File: src/rtl/core/lpmr_fifo.sv
module lpmr_fifo #(
  parameter int WIDTH = 8
) (
  input  logic             clk,
  input  logic             rst_n,
  input  logic             push,
  input  logic [WIDTH-1:0] wr_data,
  output logic             full,
  input  logic             pop,
  output logic [WIDTH-1:0] rd_data,
  output logic             empty
);

  logic [WIDTH-1:0] data_r [2];
  logic             wptr_r;
  logic             rptr_r;
  logic [1:0]       cnt_r;
  logic             do_push;
  logic             do_pop;

  assign full    = (cnt_r == 2'd2);
  assign empty   = (cnt_r == 2'd0);
  assign do_push = push && !full;
  assign do_pop  = pop && !empty;
  assign rd_data = data_r[rptr_r];

  always_ff @(posedge clk) begin
    if (!rst_n) begin
      wptr_r <= 1'b0;
      rptr_r <= 1'b0;
      cnt_r  <= 2'd0;
    end else begin
      if (do_push) begin
        wptr_r <= ~wptr_r;
      end
      if (do_pop) begin
        rptr_r <= ~rptr_r;
      end
      case ({do_push, do_pop})
        2'b10:   cnt_r <= cnt_r + 2'd1;
        2'b01:   cnt_r <= cnt_r - 2'd1;
        default: cnt_r <= cnt_r;
      endcase
    end
  end

  always_ff @(posedge clk) begin
    if (do_push) begin
      data_r[wptr_r] <= wr_data;
    end
  end

endmodule

File: config.mk
export PLATFORM = sky130hd
export DESIGN_NAME = lpmr_fifo
export DESIGN_NICKNAME = d
export VERILOG_FILES = /design/src/rtl/core/lpmr_fifo.sv
export SDC_FILE = /design/constraint.sdc
export NUM_CORES = 1
export LEC_CHECK = 0
export ABC_CLOCK_PERIOD_IN_PS = 2050
export BUFFER_PORTS_ARGS = -buffer_cell sky130_fd_sc_hd__buf_2
export CORE_MARGIN = 10
export CORE_UTILIZATION = 49
export DETAILED_ROUTE_END_ITERATION = 10
export PLACE_DENSITY = 0.76
export RECOVER_POWER = 50
export SLEW_MARGIN = 10
export SYNTH_ARGS = -nofsm -noshare
export SYNTH_HDL_FRONTEND = slang
export SYNTH_SLANG_ARGS = --single-unit
File: constraint.sdc
create_clock -name clk -period 2.05 [get_ports clk]
set_input_delay 0.41 -clock clk [delete_from_list [all_inputs] [get_ports clk]]
set_output_delay 0.41 -clock clk [all_outputs]
set_load 0.005 [all_outputs]
# Yosys cells after proc, flatten, opt, wreduce, memory -nomap -nowiden
# Memory sizes are Yosys's and may differ from the RTL's. A register that Yosys moved wholly into a read port is not among the register bits.
# Index checks and enable logic that the tools add are counted.
# word_totals
regBits	4
ramBits	16
input_bits	12
output_inout_bits	10
elab_cells	22
memories	1
# classes
addsub	2
n_eq_ne	3
muxes	5
n_bitwise	2
n_reduce_logical	6
# mem_list
memory	words	word_bits	read_ports	rd_clocked_by_memory_dff	write_ports	line	text
data_r	2	8	1	1	1	14	logic [WIDTH-1:0] data_r [2];
# op_table
operator	count
$eq A2 B2 Y1 const B	2
$mux W1	4
$pmux W2 S2	1
$add A2 B1 Y2 const B	1
$eq A2 B1 Y1 const B	1
$logic_and A1 B1 Y1	2
$logic_not A1 Y1	2
$logic_not A2 Y1	1
$not A1 Y1	2
$reduce_bool A2 Y1	1
$sub A2 B1 Y2 const B	1

# Depth between registers and ports, before layout
# depth
ltp_word	5
ltp_mapped	6
mapped_depth_nobuf	6

# Worst setup path before layout
# No wires, ideal clock.
# synth_timing
path_type	reg-to-reg
from	register cnt_r[0]
to	register cnt_r[1]
setup_time_ps	70
arrival_time_ps	1364
t_required_ps	1980
path_slack_ps	616
stages_incl_launch_ff	6
path_buffers	0
period_less_slack_ps	1434
cell_sequence	dfxtp_1 -> nand2b_2 -> nand2_1 -> ha_1 -> or3_1 -> a21oi_1
# synth_between
elab_chain_len	5
word_cells_on_any_way	12
cone_classes	2 x add/sub; 3 x eq/ne; 1 x mux; 6 x reduce/logical
# synth_lines
item	line	text
from (decl)	17	logic [1:0] cnt_r;
from (signal assigned)	40	2'b10: cnt_r <= cnt_r + 2'd1;
from (signal assigned)	41	2'b01: cnt_r <= cnt_r - 2'd1;
from (signal assigned)	42	default: cnt_r <= cnt_r;
$eq A2 B2 Y1 / $logic_not A2 Y1 (equally long branches)	21, 22	
$logic_not A1 Y1, on equally long branches	23, 24	
$logic_and A1 B1 Y1, on equally long branches	23, 24	
$eq A2 B1 Y1 / $eq A2 B2 Y1 (equally long branches)	39	case ({do_push, do_pop})
$pmux W2 S2 / $reduce_bool A2 Y1 (equally long branches)	--	
# Parallel ways exist; a longest one is shown, timed or not.
# A chain may end at the register's enable or synchronous reset.

==> results <==
- For this run, the top clock speed supported by timing is between 0.5 and 0.6 GHz.
- The average detailed-routed wire length per instance is 14.5 um.
- The sequential element share of the synthesized area is between 70% and 80%.
- In this run the count of I/O pins placed on the die edge is 22.
- In the global route stage, overall resource usage came out at slightly above 8%.
- The number of violations reported at the end of detailed-routing iteration 0 is 7.
- Counting instances, the worst hold path has a depth of 1.
- The first global-routing pass estimated 2.23 mm of wire.
- The final setup skew is 0.00116 ns.
- After floorplanning, the core was sized to cover between 1500 and 2000 sq um.
- In this run, post-CTS hold repair placed 0 buffers.
- The cell internal power dissipation is 0.805 mW.
- The total power of the final layout is between 1 and 1.5 mW.
- Yosys printed 0 warnings.
- The count of buffers added on input and output ports is 21.
- Entering global routing, the biggest net connects 12 pins.
- The worst register-to-register path has a depth of 4.
- The number of vias per cell is a little over 5.
- The actual slew at the worst max-slew pin is slightly below 0.4 ns.
- The number of endpoints with negative hold slack in the final report is 0.
- Setup repair after global routing left no endpoint under its margin.
- The routed design could run at a clock period as short as ~1.7 ns.
- The worst endpoint data arrival time is between 1 and 1.5 ns.
- The die outline area is 3650 sq um.
- Synthesis produced between 50 and 60 cells.
- The relative slew slack is between 70 and 80%.
- The critical path is of the flip-flop to output port type.
- The antenna cell count is 0.
- The number of antenna violations at the first check in global routing came to 0.
- The part of the total power dissipated in sequential elements is a little over half.
- The HPWL after detailed placement is 1.04 mm.
- Along the worst path, the maximum fanout reaches 8.
- The cell at the root of the clock tree is sky130_fd_sc_hd__clkbuf_4.
- IR analysis of the VDD net gives a maximum drop of ~0.7 mV.
- At the placement stage, the worst setup path has a slack of approximately 0.47 ns.
- The number of nets in the synthesized netlist is 65.
- In this run the number of H-tree levels came out at 1.
- The synthesized netlist occupies a cell area of roughly 800 sq um.
- Counting flops and latches in the post-synthesis netlist gives 21.
- Synthesis instantiated 17 different standard cells from the library.
- The maximum root-to-sink buffer count is 2.
- The leakage power of the design is roughly 0.39 nW.
- The relative contribution of combinational cells to total power is about 29%.
- The power per unit of standard cell area is approximately 1200 nW/um^2.
- The setup TNS after final layout is 0 ns.
- The worst path required time is 1.64 ns.
- Of the cells placed in the final design, the portion with a size suffix greater than 1 is ~42%.
- The cell area after layout is roughly 950 sq um.
- The run finished with clean final reports.
- In this run the post-CTS setup repair buffer count came out at 0.
- The final layout contains 90 nets.
- The worst path meets setup with ~0.3 ns of slack.
- The vertical die dimension is 60.5 um.
- The count of endpoints failing setup in the final report is 0.
- Summed over all layers, the routed wires come to around 1.3 mm.
- The period utilization is between 80% and 90%.
- Post-CTS repair changed the size of 0 cells.
- Row generation in the floorplan step produced 14 rows.
- Measured along the x axis, the die boundary spans 60.5 um.
- Across the run, the number of max-cap violations was 0.
- The via count of the first global-routing pass came to around 520.
- The total via count after detailed routing is roughly 470.
- The first-pass detailed-route iteration total is 4.
- Once placement finished, the instance area stood at 923 sq um.
- The last weighted congestion value of the routability-driven placer is between 0.7 and 0.8.
- The initial utilization of the core area, before any placement, comes to about 53%.
- The kind of start point of the critical path is a flip-flop.
- The number of sinks driven by the clock tree is 21.
- The worst hold path belongs to the class input pin to flip-flop.
- The CTS tree is done.
- The clock insertion delay at the later pin of the skew report is 0.29 ns.
- Clock tree synthesis inserted a total of 3 buffers.
- The nature of the critical path endpoint is an output port.
- The count of antenna-violating nets left after detailed routing is 0.
- After global routing the overflow that remains totals 0.
- The max-slew violation count is 0.
- Of the total power, the share spent switching nets is between 20% and 30%.
- The analysis attributes to net switching a power of roughly 0.32 mW.
- In this run, the clock network consumes between 15 and 20% of the power.
- The area added between synthesis and finish is 18.3%.
- A synthesized cell averages 15.4 sq um.
- The clock slew seen by the registers of the worst setup and hold paths is ~0.11 ns.
- The final hold slack is between 0.2 and 0.3 ns.
- The residual DRC count is 0.
-- flip-flops by register name, indices dropped and copies added (netlist names), named ones only --
register  count
cnt_r         2
data_r       16
rptr_r        1
wptr_r        1
-- per-layer routing --
| metal | GRT usage (%) | up-vias | part of all wire, % |
|---|---|---|---|
| met5 | 0 | - | 0 |
| met4 | 3.76 | 0 | 0.75 |
| met3 | 4.18 | 2 | 9.5 |
| met2 | 13.8 | 17 | 51 |
| met1 | 8.14 | 220 | 39 |
| li1 | - | 235 | - |
-- Yosys cell counts --
| cell | n | share of area, % |
|---|---|---|
| sky130_fd_sc_hd__xor2_1 | 1 | 1.1 |
| sky130_fd_sc_hd__o21a_1 | 1 | 0.94 |
| sky130_fd_sc_hd__nand2b_2 | 1 | 1.1 |
| sky130_fd_sc_hd__inv_1 | 3 | 1.4 |
| sky130_fd_sc_hd__nand2_1 | 1 | 0.47 |
| sky130_fd_sc_hd__edfxtp_1 | 16 | 60 |
| sky130_fd_sc_hd__inv_2 | 1 | 0.47 |
| sky130_fd_sc_hd__a21oi_1 | 2 | 1.2 |
| sky130_fd_sc_hd__and3_1 | 1 | 0.78 |
| sky130_fd_sc_hd__nor2_1 | 4 | 1.9 |
| sky130_fd_sc_hd__ha_1 | 1 | 1.6 |
| sky130_fd_sc_hd__mux2_2 | 8 | 11 |
| sky130_fd_sc_hd__xnor2_1 | 2 | 2.2 |
| sky130_fd_sc_hd__or3_1 | 2 | 1.6 |
| sky130_fd_sc_hd__o21ai_0 | 2 | 1.2 |
| sky130_fd_sc_hd__dfxtp_1 | 5 | 12 |
| sky130_fd_sc_hd__clkbuf_1 | 1 | 0.47 |
-- critical path, stage by stage (launching register included) --
cell and delay [ns]:
sky130_fd_sc_hd__dfxtp_1 0.54, sky130_fd_sc_hd__mux2_2 0.38, sky130_fd_sc_hd__buf_2 0.13
-- layout make-up --
cell class | count | area, sq um
clock buffer | 4 | 26.3
inverter | 4 | 15.0
fill | 134 | 576
multi-input combinational | 26 | 203
sequential | 21 | 581
tap | 16 | 20.0
timing repair buffer | 21 | 104
-- cells in the final DEF (no fill, tap or decap) --
master                     count
sky130_fd_sc_hd__mux2_2        8
sky130_fd_sc_hd__edfxtp_1     16
sky130_fd_sc_hd__o21ai_0       2
sky130_fd_sc_hd__buf_2        20
sky130_fd_sc_hd__nand2b_2      1
sky130_fd_sc_hd__a21oi_1       2
sky130_fd_sc_hd__inv_1         4
sky130_fd_sc_hd__clkbuf_4      3
sky130_fd_sc_hd__dfxtp_1       5
sky130_fd_sc_hd__xnor2_1       2
sky130_fd_sc_hd__o21a_1        1
sky130_fd_sc_hd__ha_1          1
sky130_fd_sc_hd__nand2_1       1
sky130_fd_sc_hd__xor2_1        1
sky130_fd_sc_hd__clkbuf_1      2
sky130_fd_sc_hd__or3_1         2
sky130_fd_sc_hd__nor2_1        4
sky130_fd_sc_hd__and3_1        1
-- power groups by stage --
stage / Sequential (mW) / Clock, mW / Combinational, mW
floorplan: 0.588 / 0 / 0.244
global placement: 0.617 / 0 / 0.333
detailed placement: 0.619 / 0 / 0.344
CTS: 0.610 / 0.200 / 0.346
global route: 0.623 / 0.209 / 0.380
finish: 0.608 / 0.191 / 0.330
-- path summary, 6_finish.rpt --
check | startpoint | to | slack (ns)
worst min register to register | wptr_r | wptr_r | 0.50
worst max-delay path | flip-flop | rd_data[0] | 0.30
worst min-delay path | wr_data[3] | data_r[0][3] | 0.30
worst max register to register | cnt_r[0] | data_r[0][3] | 0.50
-- cells by family (layout without fill, tap and decap cells) --
family          after synthesis  in the layout  synth area share [%]
flops                        21             21                  72.4
simple gates                  9              9                  5.77
mux                           8              8                  11.2
compound gates                5              5                  3.43
buf+inv                       5             29                  2.34
xor+xnor                      3              3                  3.28
fa+ha+maj                     1              1                  1.56
-- through the flow --
step,util (%),std cells
finish,62.2,92
global route,62.2,92
CTS,62.3,92
detailed placement,60.6,88
global placement,60.6,88
floorplan,-,52
(Power assumes the default switching activity.)
