--- config.mk ---
export PLATFORM = sky130hd
export DESIGN_NAME = lpmr_front
export DESIGN_NICKNAME = d
export VERILOG_FILES = /design/src/rtl/core/lpmr_pkg.sv /design/src/rtl/core/lpmr_fifo.sv /design/src/rtl/core/lpmr_front.sv
export SDC_FILE = /design/constraint.sdc
export NUM_CORES = 1
export LEC_CHECK = 0
export BUFFER_PORTS_ARGS = -buffer_cell sky130_fd_sc_hd__buf_2
export CAP_MARGIN = 40
export CELL_PAD_IN_SITES_DETAIL_PLACEMENT = 0
export CELL_PAD_IN_SITES_GLOBAL_PLACEMENT = 1
export CORE_MARGIN = 5
export CORE_UTILIZATION = 40
export CTS_BUF_LIST = sky130_fd_sc_hd__clkbuf_4
export DETAILED_ROUTE_END_ITERATION = 8
export GPL_ROUTABILITY_DRIVEN = 0
export MAX_ROUTING_LAYER = met4
export PLACE_DENSITY_LB_ADDON = 0.1
export SYNTH_ARGS = -nofsm -noshare
export SYNTH_HDL_FRONTEND = slang
export SYNTH_SLANG_ARGS = --single-unit
--- constraint.sdc ---
create_clock -name clk -period 5.3 [get_ports clk]
set_input_delay 0.53 -clock clk [delete_from_list [all_inputs] [get_ports clk]]
set_output_delay 0.53 -clock clk [all_outputs]
set_load 0.02 [all_outputs]
--- src/rtl/core/lpmr_pkg.sv ---
package lpmr_pkg;

  localparam int RING_DEPTH_DEF = 4096;
  localparam int RESERVED_DEF   = 8;
  localparam int HDR_BYTES      = 4;
  localparam int RS_W           = 13;
  localparam logic [RS_W-1:0] RS_RESET = 13'd4096;
  localparam int CFG_AW         = 3;
  localparam logic REG_RING_SIZE = 1'b0;

  typedef enum logic [1:0] {
    OP_APP_START,
    OP_APP_BYTE,
    OP_POP_START,
    OP_POP_BYTE
  } op_t;

  typedef enum logic [1:0] {
    STAT_OK,
    STAT_FAIL,
    STAT_NOSPACE,
    STAT_EMPTY
  } status_t;

  typedef enum logic [1:0] {
    OPEN_NONE,
    OPEN_APPEND,
    OPEN_POP
  } open_t;

  typedef enum logic [2:0] {
    S_IDLE,
    S_HDR_WR,
    S_HDR_RD,
    S_HDR_CHK,
    S_BYTE_RD
  } state_t;

  typedef struct packed {
    op_t         op;
    logic [15:0] length;
    logic [7:0]  data_byte;
  } item_t;

  typedef struct packed {
    status_t     status;
    logic [12:0] length_out;
    logic [7:0]  data_out;
    logic        last;
  } res_t;

  localparam int ITEM_W = $bits(item_t);
  localparam int RES_W  = $bits(res_t);

endpackage

--- src/rtl/core/lpmr_fifo.sv ---
module lpmr_fifo #(
  parameter int WIDTH = 8
) (
  input  logic             clk,
  input  logic             rst_n,
  input  logic             push,
  input  logic [WIDTH-1:0] wr_data,
  output logic             full,
  input  logic             pop,
  output logic [WIDTH-1:0] rd_data,
  output logic             empty
);

  logic [WIDTH-1:0] data_r [2];
  logic             wptr_r;
  logic             rptr_r;
  logic [1:0]       cnt_r;
  logic             do_push;
  logic             do_pop;

  assign full    = (cnt_r == 2'd2);
  assign empty   = (cnt_r == 2'd0);
  assign do_push = push && !full;
  assign do_pop  = pop && !empty;
  assign rd_data = data_r[rptr_r];

  always_ff @(posedge clk) begin
    if (!rst_n) begin
      wptr_r <= 1'b0;
      rptr_r <= 1'b0;
      cnt_r  <= 2'd0;
    end else begin
      if (do_push) begin
        wptr_r <= ~wptr_r;
      end
      if (do_pop) begin
        rptr_r <= ~rptr_r;
      end
      case ({do_push, do_pop})
        2'b10:   cnt_r <= cnt_r + 2'd1;
        2'b01:   cnt_r <= cnt_r - 2'd1;
        default: cnt_r <= cnt_r;
      endcase
    end
  end

  always_ff @(posedge clk) begin
    if (do_push) begin
      data_r[wptr_r] <= wr_data;
    end
  end

endmodule

--- src/rtl/core/lpmr_front.sv ---
module lpmr_front
  import lpmr_pkg::*;
(
  input  logic        clk,
  input  logic        rst_n,
  input  logic        push,
  output logic        full,
  input  logic [1:0]  in_mode,
  input  logic [15:0] in_length,
  input  logic [7:0]  in_data_byte,
  output logic        item_valid,
  output item_t       item,
  input  logic        item_take
);

  item_t             in_item;
  logic [ITEM_W-1:0] q_data;
  logic              q_empty;

  always_comb begin
    in_item.op        = op_t'(in_mode);
    in_item.length    = in_length;
    in_item.data_byte = in_data_byte;
  end

  lpmr_fifo #(.WIDTH(ITEM_W)) u_q (
    .clk     (clk),
    .rst_n   (rst_n),
    .push    (push),
    .wr_data (in_item),
    .full    (full),
    .pop     (item_take),
    .rd_data (q_data),
    .empty   (q_empty)
  );

  assign item_valid = !q_empty;
  assign item       = item_t'(q_data);

endmodule

# == After elaboration in Yosys (flattened, before gate mapping) ==
# Memory sizes are Yosys's and may differ from the RTL's. A register that Yosys moved wholly into a read port is not among the register bits.
# Index checks and enable logic that the tools add are counted.
# op_classes
bitwise_logic,2
order_cmp,0
mux,5
n_mul,0
reduce_logical,6
n_addsub,2
n_eq_ne,3
shifts,0
div,0
# ops
operator,count
$eq 2x2->1 const B,2
$mux 1,4
$pmux 2 s2,1
$add 2x1->2 const B,1
$eq 2x1->1 const B,1
$logic_and 1x1->1,2
$logic_not 1->1,2
$logic_not 2->1,1
$not 1->1,2
$reduce_bool 2->1,1
$sub 2x1->2 const B,1
# totals
regBits,4
rom_bits,0
memories,1
elab_cells,22
ram_bits,52
latch_bits,0
# memory_table
name,depth,word_bits,rd,rd_clocked_by_memory_dff,wr,line_no,source
u_q.data_r,2,26,1,1,1,lpmr_fifo.sv:14,logic [WIDTH-1:0] data_r [2];

# == Logic depth before layout (Yosys ltp) ==
# logic_depth
ltp_word,5
ltp_mapped,6
mapped_depth_nobuf,6

# == By module ==
# From an unflattened synthesis, not the netlist that was laid out.
# hier_totals
cells_unflattened,108
hier_area_um2,2109.5
# modules_own_cells
module,n_inst,seq_area_each_um2,cells_each,area_per_inst_um2
lpmr_fifo,1,1661.6,107,2105.8
lpmr_front,1,0.0,1,3.8

# == Least setup slack after synthesis ==
# OpenSTA, ideal clock, no wires.
# synth_timing
path_type,register -> register
start,register u_q.cnt_r[0]
end,"memory u_q.data_r[0][0] (netlist bit), enable pin"
setup_slack_ps,3462
path_stages_with_launch,5
setup_ps,381
required_ps,4919
arrival_ps,1457
cell_sequence,dfxtp_1 > nand2b_2 > inv_2 > or3_1 > inv_1
# synth_between
elab_chain_len,5
# synth_lines
element,line_no,source
start: declaration,lpmr_fifo.sv:17,logic [1:0] cnt_r;
start signal: assignment,lpmr_fifo.sv:40,2'b10: cnt_r <= cnt_r + 2'd1;
start signal: assignment,lpmr_fifo.sv:41,2'b01: cnt_r <= cnt_r - 2'd1;
start signal: assignment,lpmr_fifo.sv:42,default: cnt_r <= cnt_r;
$eq 2x2->1,lpmr_fifo.sv:21,assign full = (cnt_r == 2'd2);
via full,lpmr_front.sv:7,"output logic full,"
$logic_not 1->1,lpmr_fifo.sv:23,assign do_push = push && !full;
$logic_and 1x1->1,lpmr_fifo.sv:23,
$mux 1,lpmr_fifo.sv:48,if (do_push) begin
$mux 1 (implied by the code),lpmr_fifo.sv:49,data_r[wptr_r] <= wr_data;
end: declaration,lpmr_fifo.sv:14,
# The timed path passes the listed nets, and every way through them passes these cells.

==> impl_results.md <==
- Max-Cap Viols: 0
- Status: finished clean
- Vias in the first global route: 1214
- Syn Std Cell Area: between 2000 and 2500 sq um
- Syn avg cell area: ~20 sq um
- Hold Path Class: primary input to flip-flop
- Syn Inst Count: about 110
- Synth unique cells: 18
- YS warnings: 0
- Peak supply drop: between 0.2 and 0.25 mV
- CP Max Fanout: 14
- PortBufs: 57
- Top Family by Delay on Critical Path: flip-flops
- DR DRC count: 0
- Crit path cell chain: buf_8, mux2_2, buf_2
- Syn nets: 138
- Crit path launch type: flip-flop
- Vias: approximately 1100
- Reg-to-Reg End: u_q.data_r[0][16]
- R2R depth: 5
- Total wire length: around 3700 um
- Fin. Hold Viols: 0
- Post-CTS Resized: 0
- TritonCTS clock tree: yes
- Total CTS buffers: 9
- Die Span Y: ~83 um
- RSZ-0062 raised after global routing: false
- H-tree levels: 3
- Total GRT Usage: about an eighth
- Iteration-0 DRC Markers: 60
- Row count: 26
- Worst-path clk slew: ~0.09 ns
- Synth-to-Final Area Change: 24.1%
- Crit path DAT: ~1.9 ns
- F_max: about 0.42 GHz
- Clock Path Buffers: 2
- Final Instance Area: around 2600 sq um
- R2R Setup Slk: ~3.3 ns
- Dpl cell area: roughly 2500 sq um
- Max Slew Vio Count: 0
- Final #Nets: slightly above 200
- Setup Skew: approximately 0.014 ns
- Hpwl dp: approximately 2500 um
- Slew @ Worst Pin: approximately 0.66 ns
- Clock Latency Late Sink: 0.37 ns
- First-pass GRT wire length: between 5000 and 6000 um
- Vias per inst: ~4.5
- I/O pin count: 58
- Crit share post-route: 45.1%
- Multi-input gate area: ~420 sq um
- WP buf/inv: 2
- Hold_sp: in_data_byte[7]
- Die area: just under 7000 sq um
- Ant diodes: 0
- Core area: a little over 5000 sq um
- CP endpoint kind: output pin
- Initial Utilization: 41.3%
- CP max stage cell: dfxtp_1
- CP required: roughly 4.8 ns
- Drt first pass iters: 4
- Post-synthesis sequential area ratio: 78.8%
- Rel. slew slack: 55.8%
- Most common cell after layout, fill and taps aside: buf_2
- Initial antenna violation count: 0
- GR Overflow Total: 0
- Total Negative Setup Slacks: 0 ns
- CTS Sinks: 57
- Fillcell total: 454
- Largest net degree at the start of global routing: 27
- Tot Pwr: 1.27 mW
- Wirelength per Cell: between 10 and 15 um
- Share of cells above drive strength 1: a little under three fifths
- Sequential Area: 1660 sq um
- FF-to-FF Start: u_q.cnt_r[0]
- Post-CTS Setup Repair Bufs: 0
- Worst Setup Path Type: flip-flop to output pin
- Chip width: between 80 and 90 um
- Leakage power: ~1 nW
- Worst Hold End: u_q.data_r[1][7]
- Register bit count reported by yosys: 57
- PwrDens: 484 nW/um^2
- Post-layout min period: about 2.4 ns
- CTS root buf: clkbuf_4
- Commonest cells after routing, fill and taps aside: buf_2, edfxtp_1, mux2_2
- Hold Path Depth: 1
- Final setup violation count: 0
- Cts hold-fix bufs: 0
- Antenna Violating Nets Remaining: 0
- Final core utilization: 51.2%
- Critical path's largest stage delay: 0.75 ns
## cells in the mapped netlist
cell / count / area share, %
a21boi_1: 2 / 0.71
and2_1: 1 / 0.30
and3_1: 1 / 0.30
buf_2: 3 / 0.71
dfxtp_1: 5 / 4.7
edfxtp_1: 52 / 74
ha_1: 1 / 0.59
inv_1: 2 / 0.36
inv_2: 1 / 0.18
mux2_2: 26 / 14
nand2_1: 1 / 0.18
nand2b_2: 1 / 0.42
nor2b_1: 2 / 0.59
o21a_1: 1 / 0.36
o21ai_0: 2 / 0.47
or2_2: 1 / 0.30
or3_1: 2 / 0.59
xnor2_1: 3 / 1.2
## worst max-delay path by stage
stage	startpoint	to	slack [ns]	cells past startpoint
2_1_floorplan	u_q.cnt_r[0]	u_q.data_r[0][0]	3.46	4
3_3_place_gp	push	u_q.data_r[0][17]	3.07	4
3_5_place_dp	push	u_q.data_r[0][17]	3.22	5
4_1_cts	flip-flop	item[18]	2.83	3
5_1_grt	flip-flop	item[15]	2.78	3
6_report	flip-flop	item[15]	2.91	3
## through the flow
stage | hold slack, ns | instances | setup slack (ns)
2_1_floorplan | 0.457 | 107 | 3.46
3_3_place_gp | 0.466 | 232 | 3.07
3_5_place_dp | 0.480 | 234 | 3.22
4_1_cts | 0.303 | 250 | 2.83
5_1_grt | 0.299 | 250 | 2.78
6_report | 0.340 | 250 | 2.91
## routing by layer
| metal | vias to the layer above | wire [um] | track usage (%) |
|---|---|---|---|
| met5 | - | 0 | - |
| met4 | 0 | 36 | 7.35 |
| met3 | 4 | 220 | 4.34 |
| met2 | 34 | 1910 | 19.1 |
| met1 | 541 | 1530 | 14.0 |
| li1 | 547 | - | - |
## state kept, by name, summed over array words and instances (netlist names), named ones only
| register | cells |
|---|---|
| u_q.cnt_r | 2 |
| u_q.rptr_r | 1 |
| u_q.wptr_r | 1 |
| u_q.data_r | 52 |
## cell families (layout without fill, tap and decap cells)
kind of cell    Yosys count  in the layout  share of synthesized area, %
flops                    57             57                          78.8
mux                      26             26                          13.9
simple gates              9              9                          2.67
buf+inv                   6             79                          1.25
compound gates            5              5                          1.54
xor+xnor                  3              3                          1.25
fa+ha+maj                 1              1                         0.593
## power breakdown
group / switching [mW] / internal [mW]
Sequential: 0.0390 / 0.570
Clock: 0.135 / 0.121
Combinational: 0.222 / 0.179
Total: 0.396 / 0.869
## final cells by class
cell class                      instances  area share, %
Tap cell                               70           3.35
Sequential cell                        57           63.5
Inverter                                3          0.430
Clock buffer                           14           4.02
Multi-Input combinational cell         44           16.1
Timing Repair Buffer                   60           12.3
Clock inverter                          2          0.287
No activity file was read; power rests on OpenSTA's default activity.
